$ cat src/design/dfa_pkg.sv
// Shared types and constants for the double-ended frame allocator.
// No dependencies; imported by double_ended_frame_allocator_top.
`timescale 1ns / 1ps

package dfa_pkg;

    // Field widths
    localparam int ADDR_W   = 32;
    localparam int SIZE_W   = 21;
    localparam int OFF_W    = 22;   // pool offsets, up to 2^21 after rounding
    localparam int TOP_W    = 33;   // aligned base, may reach 2^32
    localparam int ALIGN_W  = 3;
    localparam int MASK_W   = 7;    // alignment mask, at most 63
    localparam int IDX_W    = 2;

    localparam int SIZE_BITS_DEF = 20;
    localparam logic [ALIGN_W-1:0] ALIGN_MAX = 3'd6;

    // Reset values of the configuration registers
    localparam logic [ADDR_W-1:0]  POOL_BASE_RST  = 32'd0;
    localparam logic [SIZE_W-1:0]  POOL_SIZE_RST  = 21'd1048576;
    localparam logic [ALIGN_W-1:0] ALIGN_LOG2_RST = 3'd4;

    // Configuration register indexes
    localparam logic [IDX_W-1:0] REG_POOL_BASE  = 2'd0;
    localparam logic [IDX_W-1:0] REG_POOL_SIZE  = 2'd1;
    localparam logic [IDX_W-1:0] REG_ALIGN_LOG2 = 2'd2;

    typedef enum logic [1:0] {
        CMD_ALLOC   = 2'd0,
        CMD_MARKER  = 2'd1,
        CMD_RELEASE = 2'd2
    } cmd_t;

    // One result item
    typedef struct packed {
        logic [SIZE_W-1:0] remaining_bytes;
        logic [SIZE_W-1:0] allocated_bytes;
        logic [ADDR_W-1:0] address;
        logic              status;
    } res_t;

    // Mask of the low bits cleared by the alignment
    function automatic logic [MASK_W-1:0] align_mask(logic [ALIGN_W-1:0] a);
        logic [ALIGN_W-1:0] e;
        e = (a > ALIGN_MAX) ? ALIGN_MAX : a;
        return MASK_W'((8'd1 << e) - 8'd1);
    endfunction

    // Round a byte count up to the alignment
    function automatic logic [OFF_W-1:0] round_size(logic [SIZE_W-1:0] v,
                                                   logic [MASK_W-1:0] m);
        logic [OFF_W-1:0] s;
        s = {1'b0, v} + {{(OFF_W-MASK_W){1'b0}}, m};
        return s & ~{{(OFF_W-MASK_W){1'b0}}, m};
    endfunction

endpackage

$ cat src/design/double_ended_frame_allocator_top.sv
// Double-ended frame allocator: one pool, low end grows up, high end down.
// Depends on dfa_pkg (types, widths, rounding helpers).
`timescale 1ns / 1ps

// Every input item (allocate, get marker, release) is handled combinationally:
// the tops are updated at the edge that accepts the item and its single result
// item is registered in the output register, or in the skid register while a
// result waits, so an item can be accepted every cycle while the skid register
// is empty. A two-deep output stage (output register plus skid register) lets
// one more item in while a result waits. Tops are offsets from the aligned base.
// A write to registers 0-2 (taken every cycle) restores both tops to the pool ends.
module double_ended_frame_allocator_top
    import dfa_pkg::*;
#(
    parameter int SIZE_BITS = SIZE_BITS_DEF
) (
    input  logic                 aclk,
    input  logic                 aresetn,
    // input items
    input  logic                 s_tvalid,
    output logic                 s_tready,
    input  logic [63:0]          s_tdata,   // alloc_size[20:0], marker[52:21],
                                            // marker_valid[53], zero fill
    input  logic [2:0]           s_tuser,   // cmd[1:0], side[2]
    // result items
    output logic                 m_tvalid,
    input  logic                 m_tready,
    output logic [79:0]          m_tdata,   // address[31:0], allocated_bytes[52:32],
                                            // remaining_bytes[73:53], zero fill
    output logic [0:0]           m_tuser,   // status[0]
    // configuration writes
    input  logic                 cfg_valid,
    output logic                 cfg_ready,
    input  logic [IDX_W-1:0]     cfg_index,
    input  logic [ADDR_W-1:0]    cfg_data
);

    localparam logic [TOP_W-1:0] SIZE_LIM = TOP_W'(1) << SIZE_BITS;

    // Configuration registers and derived pool geometry
    logic [ADDR_W-1:0]  pool_base_reg, pool_base_next;
    logic [SIZE_W-1:0]  pool_size_reg, pool_size_next;
    logic [ALIGN_W-1:0] align_reg, align_next;
    logic [TOP_W-1:0]   base_eff_reg, base_eff_next;
    logic [OFF_W-1:0]   size_eff_reg, size_eff_next;
    logic [MASK_W-1:0]  amask_reg, amask_next;
    logic               restore;
    logic [SIZE_W-1:0]  size_capped;
    logic [TOP_W-1:0]   base_sum;

    // Tops as offsets from the aligned base
    logic [OFF_W-1:0]   low_off_reg, low_off_next;
    logic [OFF_W-1:0]   high_off_reg, high_off_next;

    // Output stage
    logic               out_valid_reg, skid_valid_reg;
    res_t               out_reg, skid_reg;
    res_t               res;

    // Item decode
    cmd_t               cmd;
    logic               side;
    logic [SIZE_W-1:0]  alloc_size;
    logic [ADDR_W-1:0]  marker;
    logic               marker_valid;
    logic               s_accept, m_pop, cfg_accept;

    logic [OFF_W-1:0]   t_size, rem_cur, low_clamp, high_clamp, addr_off;
    logic [OFF_W-1:0]   used_off, rem_off;
    logic [TOP_W:0]     moff;
    logic               mneg, oom, addr_en;
    logic [TOP_W-1:0]   addr_sum;

    assign cmd          = cmd_t'(s_tuser[1:0]);
    assign side         = s_tuser[2];
    assign alloc_size   = s_tdata[20:0];
    assign marker       = s_tdata[52:21];
    assign marker_valid = s_tdata[53];

    assign cfg_ready  = 1'b1;
    assign cfg_accept = cfg_valid && cfg_ready;
    assign s_tready   = !skid_valid_reg;
    assign s_accept   = s_tvalid && s_tready;
    assign m_pop      = out_valid_reg && m_tready;

    // Configuration next values; reset loads the reset values
    always_comb begin
        pool_base_next = pool_base_reg;
        pool_size_next = pool_size_reg;
        align_next     = align_reg;
        restore        = 1'b0;
        if (!aresetn) begin
            pool_base_next = POOL_BASE_RST;
            pool_size_next = POOL_SIZE_RST;
            align_next     = ALIGN_LOG2_RST;
            restore        = 1'b1;
        end else if (cfg_accept) begin
            case (cfg_index)
                REG_POOL_BASE: begin
                    pool_base_next = cfg_data;
                    restore        = 1'b1;
                end
                REG_POOL_SIZE: begin
                    pool_size_next = cfg_data[SIZE_W-1:0];
                    restore        = 1'b1;
                end
                REG_ALIGN_LOG2: begin
                    align_next = cfg_data[ALIGN_W-1:0];
                    restore    = 1'b1;
                end
                default: restore = 1'b0;
            endcase
        end
    end

    // Aligned base and aligned, capped pool size
    always_comb begin
        amask_next  = align_mask(align_next);
        base_sum    = {1'b0, pool_base_next} + {{(TOP_W-MASK_W){1'b0}}, amask_next};
        base_eff_next = base_sum & ~{{(TOP_W-MASK_W){1'b0}}, amask_next};
        size_capped = ({{(TOP_W-SIZE_W){1'b0}}, pool_size_next} > SIZE_LIM)
                    ? SIZE_W'(SIZE_LIM) : pool_size_next;
        size_eff_next = round_size(size_capped, amask_next);
    end

    // Item step
    always_comb begin
        t_size  = round_size(alloc_size, amask_reg);
        rem_cur = high_off_reg - low_off_reg;
        oom     = t_size > rem_cur;

        // marker as an offset from the base, negative below it
        moff = {2'b0, marker} - {1'b0, base_eff_reg};
        mneg = moff[TOP_W];

        if (mneg)
            low_clamp = '0;
        else if (moff > {{(TOP_W+1-OFF_W){1'b0}}, high_off_reg})
            low_clamp = high_off_reg;
        else
            low_clamp = moff[OFF_W-1:0];

        if (mneg || (moff < {{(TOP_W+1-OFF_W){1'b0}}, low_off_reg}))
            high_clamp = low_off_reg;
        else if (moff > {{(TOP_W+1-OFF_W){1'b0}}, size_eff_reg})
            high_clamp = size_eff_reg;
        else
            high_clamp = moff[OFF_W-1:0];

        low_off_next  = low_off_reg;
        high_off_next = high_off_reg;
        addr_off      = low_off_reg;
        addr_en       = 1'b0;
        res.status    = 1'b0;

        case (cmd)
            CMD_ALLOC: begin
                if (oom) begin
                    res.status = 1'b1;
                end else if (!side) begin
                    addr_en      = 1'b1;
                    addr_off     = low_off_reg;
                    low_off_next = low_off_reg + t_size;
                end else begin
                    addr_en       = 1'b1;
                    high_off_next = high_off_reg - t_size;
                    addr_off      = high_off_next;
                end
            end
            CMD_MARKER: begin
                addr_en  = 1'b1;
                addr_off = side ? high_off_reg : low_off_reg;
            end
            CMD_RELEASE: begin
                if (marker_valid) begin
                    if (!side) low_off_next  = low_clamp;
                    else       high_off_next = high_clamp;
                end
            end
            default: addr_en = 1'b0;
        endcase

        addr_sum    = base_eff_reg + {{(TOP_W-OFF_W){1'b0}}, addr_off};
        res.address = addr_en ? addr_sum[ADDR_W-1:0] : '0;

        used_off = low_off_next + (size_eff_reg - high_off_next);
        rem_off  = high_off_next - low_off_next;
        res.allocated_bytes = used_off[SIZE_W-1:0];
        res.remaining_bytes = rem_off[SIZE_W-1:0];
    end

    // Configuration and top registers
    always_ff @(posedge aclk) begin
        pool_base_reg <= pool_base_next;
        pool_size_reg <= pool_size_next;
        align_reg     <= align_next;
        if (restore) begin
            base_eff_reg <= base_eff_next;
            size_eff_reg <= size_eff_next;
            amask_reg    <= amask_next;
            low_off_reg  <= '0;
            high_off_reg <= size_eff_next;
        end else if (s_accept) begin
            low_off_reg  <= low_off_next;
            high_off_reg <= high_off_next;
        end
    end

    // Output register with skid register
    always_ff @(posedge aclk) begin
        if (!aresetn) begin
            out_valid_reg  <= 1'b0;
            skid_valid_reg <= 1'b0;
        end else if (m_pop) begin
            if (skid_valid_reg) begin
                out_reg        <= skid_reg;
                skid_valid_reg <= 1'b0;
            end else if (s_accept) begin
                out_reg <= res;
            end else begin
                out_valid_reg <= 1'b0;
            end
        end else if (s_accept) begin
            if (!out_valid_reg) begin
                out_reg       <= res;
                out_valid_reg <= 1'b1;
            end else begin
                skid_reg       <= res;
                skid_valid_reg <= 1'b1;
            end
        end
    end

    assign m_tvalid = out_valid_reg;
    assign m_tdata  = {6'b0, out_reg.remaining_bytes, out_reg.allocated_bytes,
                       out_reg.address};
    assign m_tuser  = out_reg.status;

    // Checks
    a_skid_needs_out: assert property (@(posedge aclk) disable iff (!aresetn)
        skid_valid_reg |-> out_valid_reg)
        else $error("skid register holds an item while output register is empty");

    a_tops_ordered: assert property (@(posedge aclk) disable iff (!aresetn)
        (low_off_reg <= high_off_reg) && (high_off_reg <= size_eff_reg))
        else $error("pool tops out of order");

    a_oom_addr_zero: assert property (@(posedge aclk) disable iff (!aresetn)
        (m_tvalid && m_tuser[0]) |-> (m_tdata[31:0] == 32'd0))
        else $error("out-of-memory result carries an address");

    a_oom_keeps_tops: assert property (@(posedge aclk) disable iff (!aresetn)
        (s_accept && !cfg_accept && (cmd == CMD_ALLOC) && oom) |=>
        ($stable(low_off_reg) && $stable(high_off_reg)))
        else $error("out-of-memory allocate moved a top");

endmodule
$ cat config.mk
export PLATFORM = sky130hd
export DESIGN_NAME = double_ended_frame_allocator_top
export DESIGN_NICKNAME = d
export VERILOG_FILES = /design/src/design/dfa_pkg.sv /design/src/design/double_ended_frame_allocator_top.sv
export SDC_FILE = /design/constraint.sdc
export NUM_CORES = 1
export LEC_CHECK = 0
export ABC_AREA = 1
export BUFFER_PORTS_ARGS = -buffer_cell sky130_fd_sc_hd__buf_2
export CAP_MARGIN = 20
export CORE_UTILIZATION = 39
export CTS_BUF_LIST = sky130_fd_sc_hd__clkbuf_8
export CTS_CLUSTER_DIAMETER = 100
export CTS_CLUSTER_SIZE = 14
export DETAILED_ROUTE_END_ITERATION = 8
export SLEW_MARGIN = 20
export SYNTH_ARGS = -nofsm -noshare
export SYNTH_HDL_FRONTEND = slang
export SYNTH_SLANG_ARGS = --single-unit
$ cat constraint.sdc
create_clock -name aclk -period 22.6 [get_ports aclk]
set_input_delay 1.13 -clock aclk [delete_from_list [all_inputs] [get_ports aclk]]
set_output_delay 1.13 -clock aclk [all_outputs]
set_load 0.01 [all_outputs]
==> flow_summary.json, run 1 <==
{
  "worstPathMaxFanout": 57,
  "synth-simple-area-share_pct": 23.3,
  "num_vias": 25200,
  "yosysWarnings": 0,
  "skew_ns": 0.0584,
  "synth_fa_ha_area_share_pct": 14.3,
  "layout_setup_ws_ns": 13.02,
  "drt-wirelength-per-cell_um": 19.3,
  "grt_use_total_pct": 25.6,
  "port-buffer-count": 172,
  "dr.pass1.iters": 6,
  "synth_area_mm2": 0.0271,
  "cts_sinks": 314,
  "drtIter0Drc": 2264,
  "row_count": 96,
  "drc": 0,
  "die_w_um": 266,
  "cts_hold_buf": 0,
  "worstMarginPinSlew_ns": 1.21,
  "dp_slack_ns": 12.65,
  "yosysTopAreaCell": "edfxtp_1",
  "p_per_area_mw_per_mm2": 75.0,
  "synth_area_leaders": "edfxtp_1 (26%), ha_1 (12%), nand2_1 (11%), inv_1 (7.2%), a21oi_1 (6.1%)",
  "ir_drop_v": 0.0000426,
  "io_pins": 190,
  "largest_register_ffs": 75,
  "grtUsageMet2_pct": 41.0,
  "numCtsBuffers": 29,
  "grtUsageMet3_pct": 4.27,
  "routed_via_density": 5.26,
  "dieArea_mm2": 0.0706,
  "cts_tree": "yes",
  "drive_gt1_share_pct": 8.94,
  "grt_pass1_vias": 23000,
  "start_util_pct": 39.5,
  "grt-busiest-layer": "met2",
  "whs_ns": 0.513,
  "synth_top_area_share_pct": 25.9,
  "synth_edf_count": 234,
  "h-tree-depth": 1,
  "areaGrowthSynthToFinish_pct": 8.88,
  "netlist_instances": 3692,
  "relSlewSlack_pct": 19.4,
  "end_kind": "flip-flop",
  "hold_path_class": "flip-flop to flip-flop",
  "synth_ff_type": "edfxtp_1",
  "final_nets": 4235,
  "fmax_mhz": 104,
  "antenna_found_initial": 3,
  "yosysUniqueCellTypes": 68,
  "cp-startpoint": "low_off_reg[6]$_SDFFE_PN0P_",
  "gp_congestion": 1.03,
  "cts_resized": 0,
  "hpwl_mm": 74.6,
  "ant_nets": 0,
  "grt_max_degree": 80,
  "r2r_start": "low_off_reg[6]$_SDFFE_PN0P_",
  "hold_viol": 0,
  "syn-mean-instance-area_um2": 7.35,
  "timing.final.crit_share_pct": 42.4,
  "synth-compound-area-share_pct": 15.7,
  "core-area_mm2": 0.0687,
  "start_kind": "flip-flop",
  "leakagePower_nw": 13.7,
  "critPathKind": "flip-flop to flip-flop",
  "rsz0062_at_grt": "false",
  "root_buffer": "clkbuf_8",
  "critPathMaxStageDelay_ns": 0.53,
  "chipHeight_um": 266,
  "crit_required_ns": 23.01,
  "period_minus_slack_ns": 9.58,
  "cp_slowest_cell": "fa_1",
  "grt-ovfl-total": 0,
  "cts_buffer_depth": 3,
  "path_clk_slew_ns": 0.10,
  "hold_path_startpoint": "skid_reg[47]$_DFFE_PP_",
  "post_cts_buffers": 0,
  "setup_tns_ns": 0,
  "worstPathArrival_ns": 9.99,
  "synth_top_family_by_area": "simple AND/OR/NAND/NOR gates",
  "outcome": "completed",
  "grtUsageMet1_pct": 34.8,
  "synth_xor_area_share_pct": 5.26,
  "slew_viol_final": 0,
  "setup_viol": 0,
  "ys_ff_latch": 314,
  "maxCapViolations": 0,
  "synth_mux_area_share_pct": 0.415,
  "synth-async-reset-ratio_pct": 0,
  "insertion_delay_ns": 0.67,
  "drt-total-wl_mm": 92.2,
  "grt_pass1_wl_mm": 138,
  "ys_seq_area_share_pct": 31.8,
  "fin_util_pct": 43.0
}
stage by stage:
stage / cells / power (W) / cell area, µm²
6_report: 4791 / 0.00222 / 29500
3_3_place_gp: 4736 / 0.00184 / 29000
5_1_grt: 4789 / 0.00239 / 29500
4_1_cts: 4788 / 0.00221 / 29500
3_5_place_dp: 4736 / 0.00185 / 29000
2_1_floorplan: 3701 / 0.00153 / 27200
layout by cell type (no fill, tap or decap), types with 14 or more instances in the layout:
master    netlist  routed
o21ai_1        42      42
nand4_1        28      28
nand3_1       123     123
nor4_1         19      19
edfxtp_1      234     234
a31oi_1        18      18
inv_1         519     532
nor3_1         53      52
or2_2          14      14
nor2_2         15      16
nand2_1       808     808
buf_4          11      27
buf_2          12     172
ha_1          264     264
o22ai_1        28      28
fa_1           29      29
o21ai_0       245     245
dfxtp_1        80      80
a21oi_1       332     331
xor2_1        110     110
xnor2_1        51      51
inv_2          18      18
clkbuf_8        0      29
o211ai_1       43      43
nor2_1        372     368
cell usage after synthesis, types with 6 or more instances:
| master | count |
|---|---|
| nand2_1 | 808 |
| inv_1 | 519 |
| nor2_1 | 372 |
| a21oi_1 | 332 |
| ha_1 | 264 |
| o21ai_0 | 245 |
| edfxtp_1 | 234 |
| nand3_1 | 123 |
| xor2_1 | 110 |
| dfxtp_1 | 80 |
| clkbuf_1 | 61 |
| nor3_1 | 53 |
| xnor2_1 | 51 |
| o211ai_1 | 43 |
| o21ai_1 | 42 |
| fa_1 | 29 |
| nand4_1 | 28 |
| o22ai_1 | 28 |
| nor4_1 | 19 |
| a31oi_1 | 18 |
| inv_2 | 18 |
| nor2_2 | 15 |
| or2_2 | 14 |
| buf_2 | 12 |
| and2_1 | 11 |
| buf_4 | 11 |
| nand2_2 | 11 |
| o21a_1 | 11 |
| mux2_2 | 10 |
| or2_1 | 10 |
| o21bai_1 | 9 |
| nor3_2 | 8 |
| o221ai_1 | 8 |
| a211oi_1 | 6 |
| a21boi_0 | 6 |
| buf_1 | 6 |
where the power goes:
part,switching [W],internal (W),total [W]
Combinational,0.000730,0.000373,0.00110
Sequential,0.0000385,0.000719,0.000757
Clock,0.000220,0.000135,0.000356
path summary, 6_finish.rpt:
check,end,slack (ns),cells past startpoint
max reg2reg,m_tdata[52]$_DFFE_PP_,13.02,43
min,m_tdata[46]$_DFFE_PP_,0.51,2
max,m_tdata[52]$_DFFE_PP_,13.02,43
min reg2reg,m_tdata[46]$_DFFE_PP_,0.51,2
per-layer routing:
metal | routed length, µm | share of wire, % | vias up
met2 | 41100 | 45 | 816
met3 | 6810 | 7.4 | 160
met1 | 40800 | 44 | 11600
met4 | 3500 | 3.8 | 2
li1 | - | - | 12600
met5 | 13 | 0.014 | -
worst max-delay path: cells and delay by family, from the launching register on:
kind / cells / cell delay, ns
buffers and inverters: 7 / 1.52
flip-flops: 1 / 0.50
AO/OA/AOI/OAI: 17 / 3.45
AND/OR/NAND/NOR: 13 / 1.87
XOR/XNOR: 2 / 0.36
adder cells (fa/ha/maj): 4 / 1.62
kinds of logic (layout without fill, tap and decap cells):
logic type                 count (synthesis)  in the layout
DFF                                      314            314
AOI/OAI and AO/OA                        775            775
other                                      2             14
muxes                                     10             10
buffers and inverters                    637            793
adders and majority gates                293            293
xor gates and xnor gates                 162            162
and+or+nand+nor                         1499           1499
area by class of cell:
class,count,area [µm²]
fill,7304,39200
multi-input combinational,2750,16100
sequential,314,8630
inverter,542,2040
tap,931,1160
timing repair buffer,199,1060
clock buffer,29,399
clock inverter,23,151
antenna,3,7.51
Power figures use the tool's default switching activity.
==> run 2: changes to the inputs <==
--- a/config.mk
+++ b/config.mk
@@ -5,7 +5,7 @@
 export SDC_FILE = /design/constraint.sdc
 export NUM_CORES = 1
 export LEC_CHECK = 0
-export ABC_AREA = 1
+export ABC_AREA = 0
 export BUFFER_PORTS_ARGS = -buffer_cell sky130_fd_sc_hd__buf_2
 export CAP_MARGIN = 20
 export CORE_UTILIZATION = 39
==> constraint.sdc (replaced) <==
create_clock -name aclk -period 9.8 [get_ports aclk]
set_input_delay 0.49 -clock aclk [delete_from_list [all_inputs] [get_ports aclk]]
set_output_delay 0.49 -clock aclk [all_outputs]
set_load 0.01 [all_outputs]
==> run 2 against run 1 <==
Net effect: synthesized cell count decreased by 23%; flip-flop and latch count is the same; worst hold slack lost 0.39 ns; sequential power increased by 130%; die area decreased by 6.5%; critical path depth shrank 1; highest routed layer is now met4; utilization increased by 1.2 points.
==> flow_summary.json, run 2 <==
{
  "hold_path_class": "input pin to flip-flop",
  "fmax_mhz": 107,
  "cts_resized": 0,
  "dp_slack_ns": 0.381,
  "worstMarginPinSlew_ns": 1.03,
  "h-tree-depth": 1,
  "pwr-share-comb_pct": 51.4,
  "grt_max_degree": 74,
  "most-common-layout-cells": "nand2_1 (307), nor2_1 (290), ha_1 (264)",
  "cp_slowest_cell": "edfxtp_1",
  "cpMostUsedCell": "a21oi_1",
  "cts_sinks": 314,
  "cts_tree": "yes",
  "power_frac_clock_pct": 15.0,
  "p_per_area_mw_per_mm2": 180,
  "grt-ovfl-total": 0,
  "crit_required_ns": 10.18,
  "worstPathMaxFanout": 4,
  "drive_gt1_share_pct": 14.1,
  "dr.pass1.iters": 7,
  "seqPwrFrac_pct": 33.6,
  "timing.final.crit_share_pct": 95.1,
  "numCtsBuffers": 27,
  "critPathKind": "flip-flop to flip-flop",
  "root_buffer": "clkbuf_8",
  "num_vias": 22300,
  "relSlewSlack_pct": 30.8,
  "leakagePower_nw": 12.4,
  "synth_top_area_share_pct": 27.7,
  "areaGrowthSynthToFinish_pct": 12.1,
  "synth_ff_type": "edfxtp_1",
  "ys_seq_area_share_pct": 34.0,
  "final_common_cell": "nand2_1",
  "min_path_cells": 3,
  "whs_ns": 0.126,
  "r2r_setup_slack_ns": 0.48,
  "period_minus_slack_ns": 9.32,
  "port-buffer-count": 172,
  "insertion_delay_ns": 0.65,
  "switching_share_pct": 41.6,
  "row_count": 93,
  "final_nets": 3486,
  "rr_worst_depth": 42,
  "fillerInstances": 6272,
  "synth_common_cells": "nand2_1 (308), nor2_1 (291), ha_1 (264)",
  "synth_area_mm2": 0.0254,
  "netlist_instances": 2849,
  "setup_tns_ns": 0,
  "antenna_found_initial": 3,
  "grt_pass1_wl_mm": 132,
  "rsz0062_at_grt": "false",
  "dieArea_mm2": 0.0660,
  "final_cells": 3965,
  "p_int_w": 0.00299,
  "yosysUniqueCellTypes": 86,
  "cts_hold_buf": 0,
  "switchingPower_w": 0.00213,
  "routed_via_density": 5.62,
  "synth_most_common_cell": "nand2_1",
  "critPathMaxStageDelay_ns": 0.49,
  "syn-mean-instance-area_um2": 8.90,
  "worstPathArrival_ns": 9.70,
  "cts_buffer_depth": 3,
  "yosysTopAreaCell": "edfxtp_1",
  "gp_congestion": 1.00,
  "ant_nets": 0,
  "die_w_um": 257,
  "drc": 0,
  "drt-wirelength-per-cell_um": 22.6,
  "synth_area_leaders": "edfxtp_1 (28%), ha_1 (13%), dfxtp_1 (6.3%), nand2_1 (4.6%), xnor2_1 (4.5%)",
  "maxCapViolations": 0,
  "hpwl_mm": 73.6,
  "grt_use_total_pct": 26.5,
  "ys_ff_latch": 314,
  "hold_viol": 0,
  "chipHeight_um": 257,
  "start_util_pct": 39.4,
  "synth-async-reset-ratio_pct": 0,
  "outcome": "completed",
  "setup_viol": 0,
  "synth_edf_count": 234,
  "core-area_mm2": 0.0643,
  "drt-total-wl_mm": 89.7,
  "numPlacedInstances": 3913,
  "io_pins": 190,
  "slew_viol_final": 0,
  "ir_drop_v": 0.0000937,
  "drtIter0Drc": 1952,
  "grt_pass1_vias": 21300,
  "post_cts_buffers": 0,
  "largest_register_ffs": 75,
  "skew_ns": 0.0404,
  "layout_setup_ws_ns": 0.478,
  "path_clk_slew_ns": 0.12,
  "end_kind": "flip-flop",
  "yosysWarnings": 0,
  "start_kind": "flip-flop",
  "total_power_w": 0.00512
}
run 2: path summary, 6_finish.rpt:
| kind | startpoint | to |
|---|---|---|
| setup reg to reg | high_off_reg[0]$_DFFE_PN_ | m_tdata[51]$_DFFE_PP_ |
| setup / recovery | high_off_reg[0]$_DFFE_PN_ | m_tdata[51]$_DFFE_PP_ |
| hold reg to reg | pool_base_reg[22]$_DFF_P_ | pool_base_reg[22]$_DFF_P_ |
| hold / removal | cfg_data[22] | pool_base_reg[22]$_DFF_P_ |
run 2: area by class of cell:
cell class | count | area [µm²] | share of cell area, %
antenna | 3 | 7.51 | 0.0264
clock buffer | 27 | 372 | 1.31
clock inverter | 22 | 124 | 0.436
inverter | 238 | 895 | 3.15
multi-input combinational | 2219 | 15600 | 54.9
sequential | 314 | 8630 | 30.4
tap | 855 | 1070 | 3.76
timing repair buffer | 287 | 1720 | 6.07
run 2: cells by family (layout without fill, tap and decap cells):
family,Yosys count,in the layout,synth area share (%)
multiplexers,96,96,4.04
flip-flops,314,314,34.0
other,2,14,0.0296
adder cells (fa/ha/maj),293,293,15.3
AO/OA/AOI/OAI,684,684,17.7
buffers and inverters,325,574,5.03
AND/OR/NAND/NOR,935,935,16.9
XOR/XNOR,200,200,6.94
run 2: per-layer routing:
metal,track usage [%],part of all wire (%)
met3,2.87,5.8
met4,9.57,4.2
met1,35.5,44
met2,43.8,46
met5,0,0
run 2: per-stage QoR:
step                      utilization, %  cell area (µm²)
final                               44.2            28400
after detailed placement            43.3            27900
after global routing                44.2            28400
after floorplan                        -            25400
after CTS                           44.1            28400
after global placement              43.3            27900
run 2: power by group through the flow:
stage          sequential [W]  clock [W]  combinational [W]
2_1_floorplan         0.00174          0            0.00170
3_5_place_dp          0.00175          0            0.00258
4_1_cts               0.00172   0.000791            0.00259
6_report              0.00172   0.000767            0.00263
3_3_place_gp          0.00174          0            0.00252
5_1_grt               0.00172   0.000826            0.00290
run 2: critical path, delay by kind of cell (launching register included):
family          cells  cell delay [ns]
xor+xnor            2             0.33
simple gates        5             0.65
flops               1             0.49
mux                 1             0.28
compound gates     25             5.03
buf+inv             4             0.57
fa+ha+maj           5             1.71
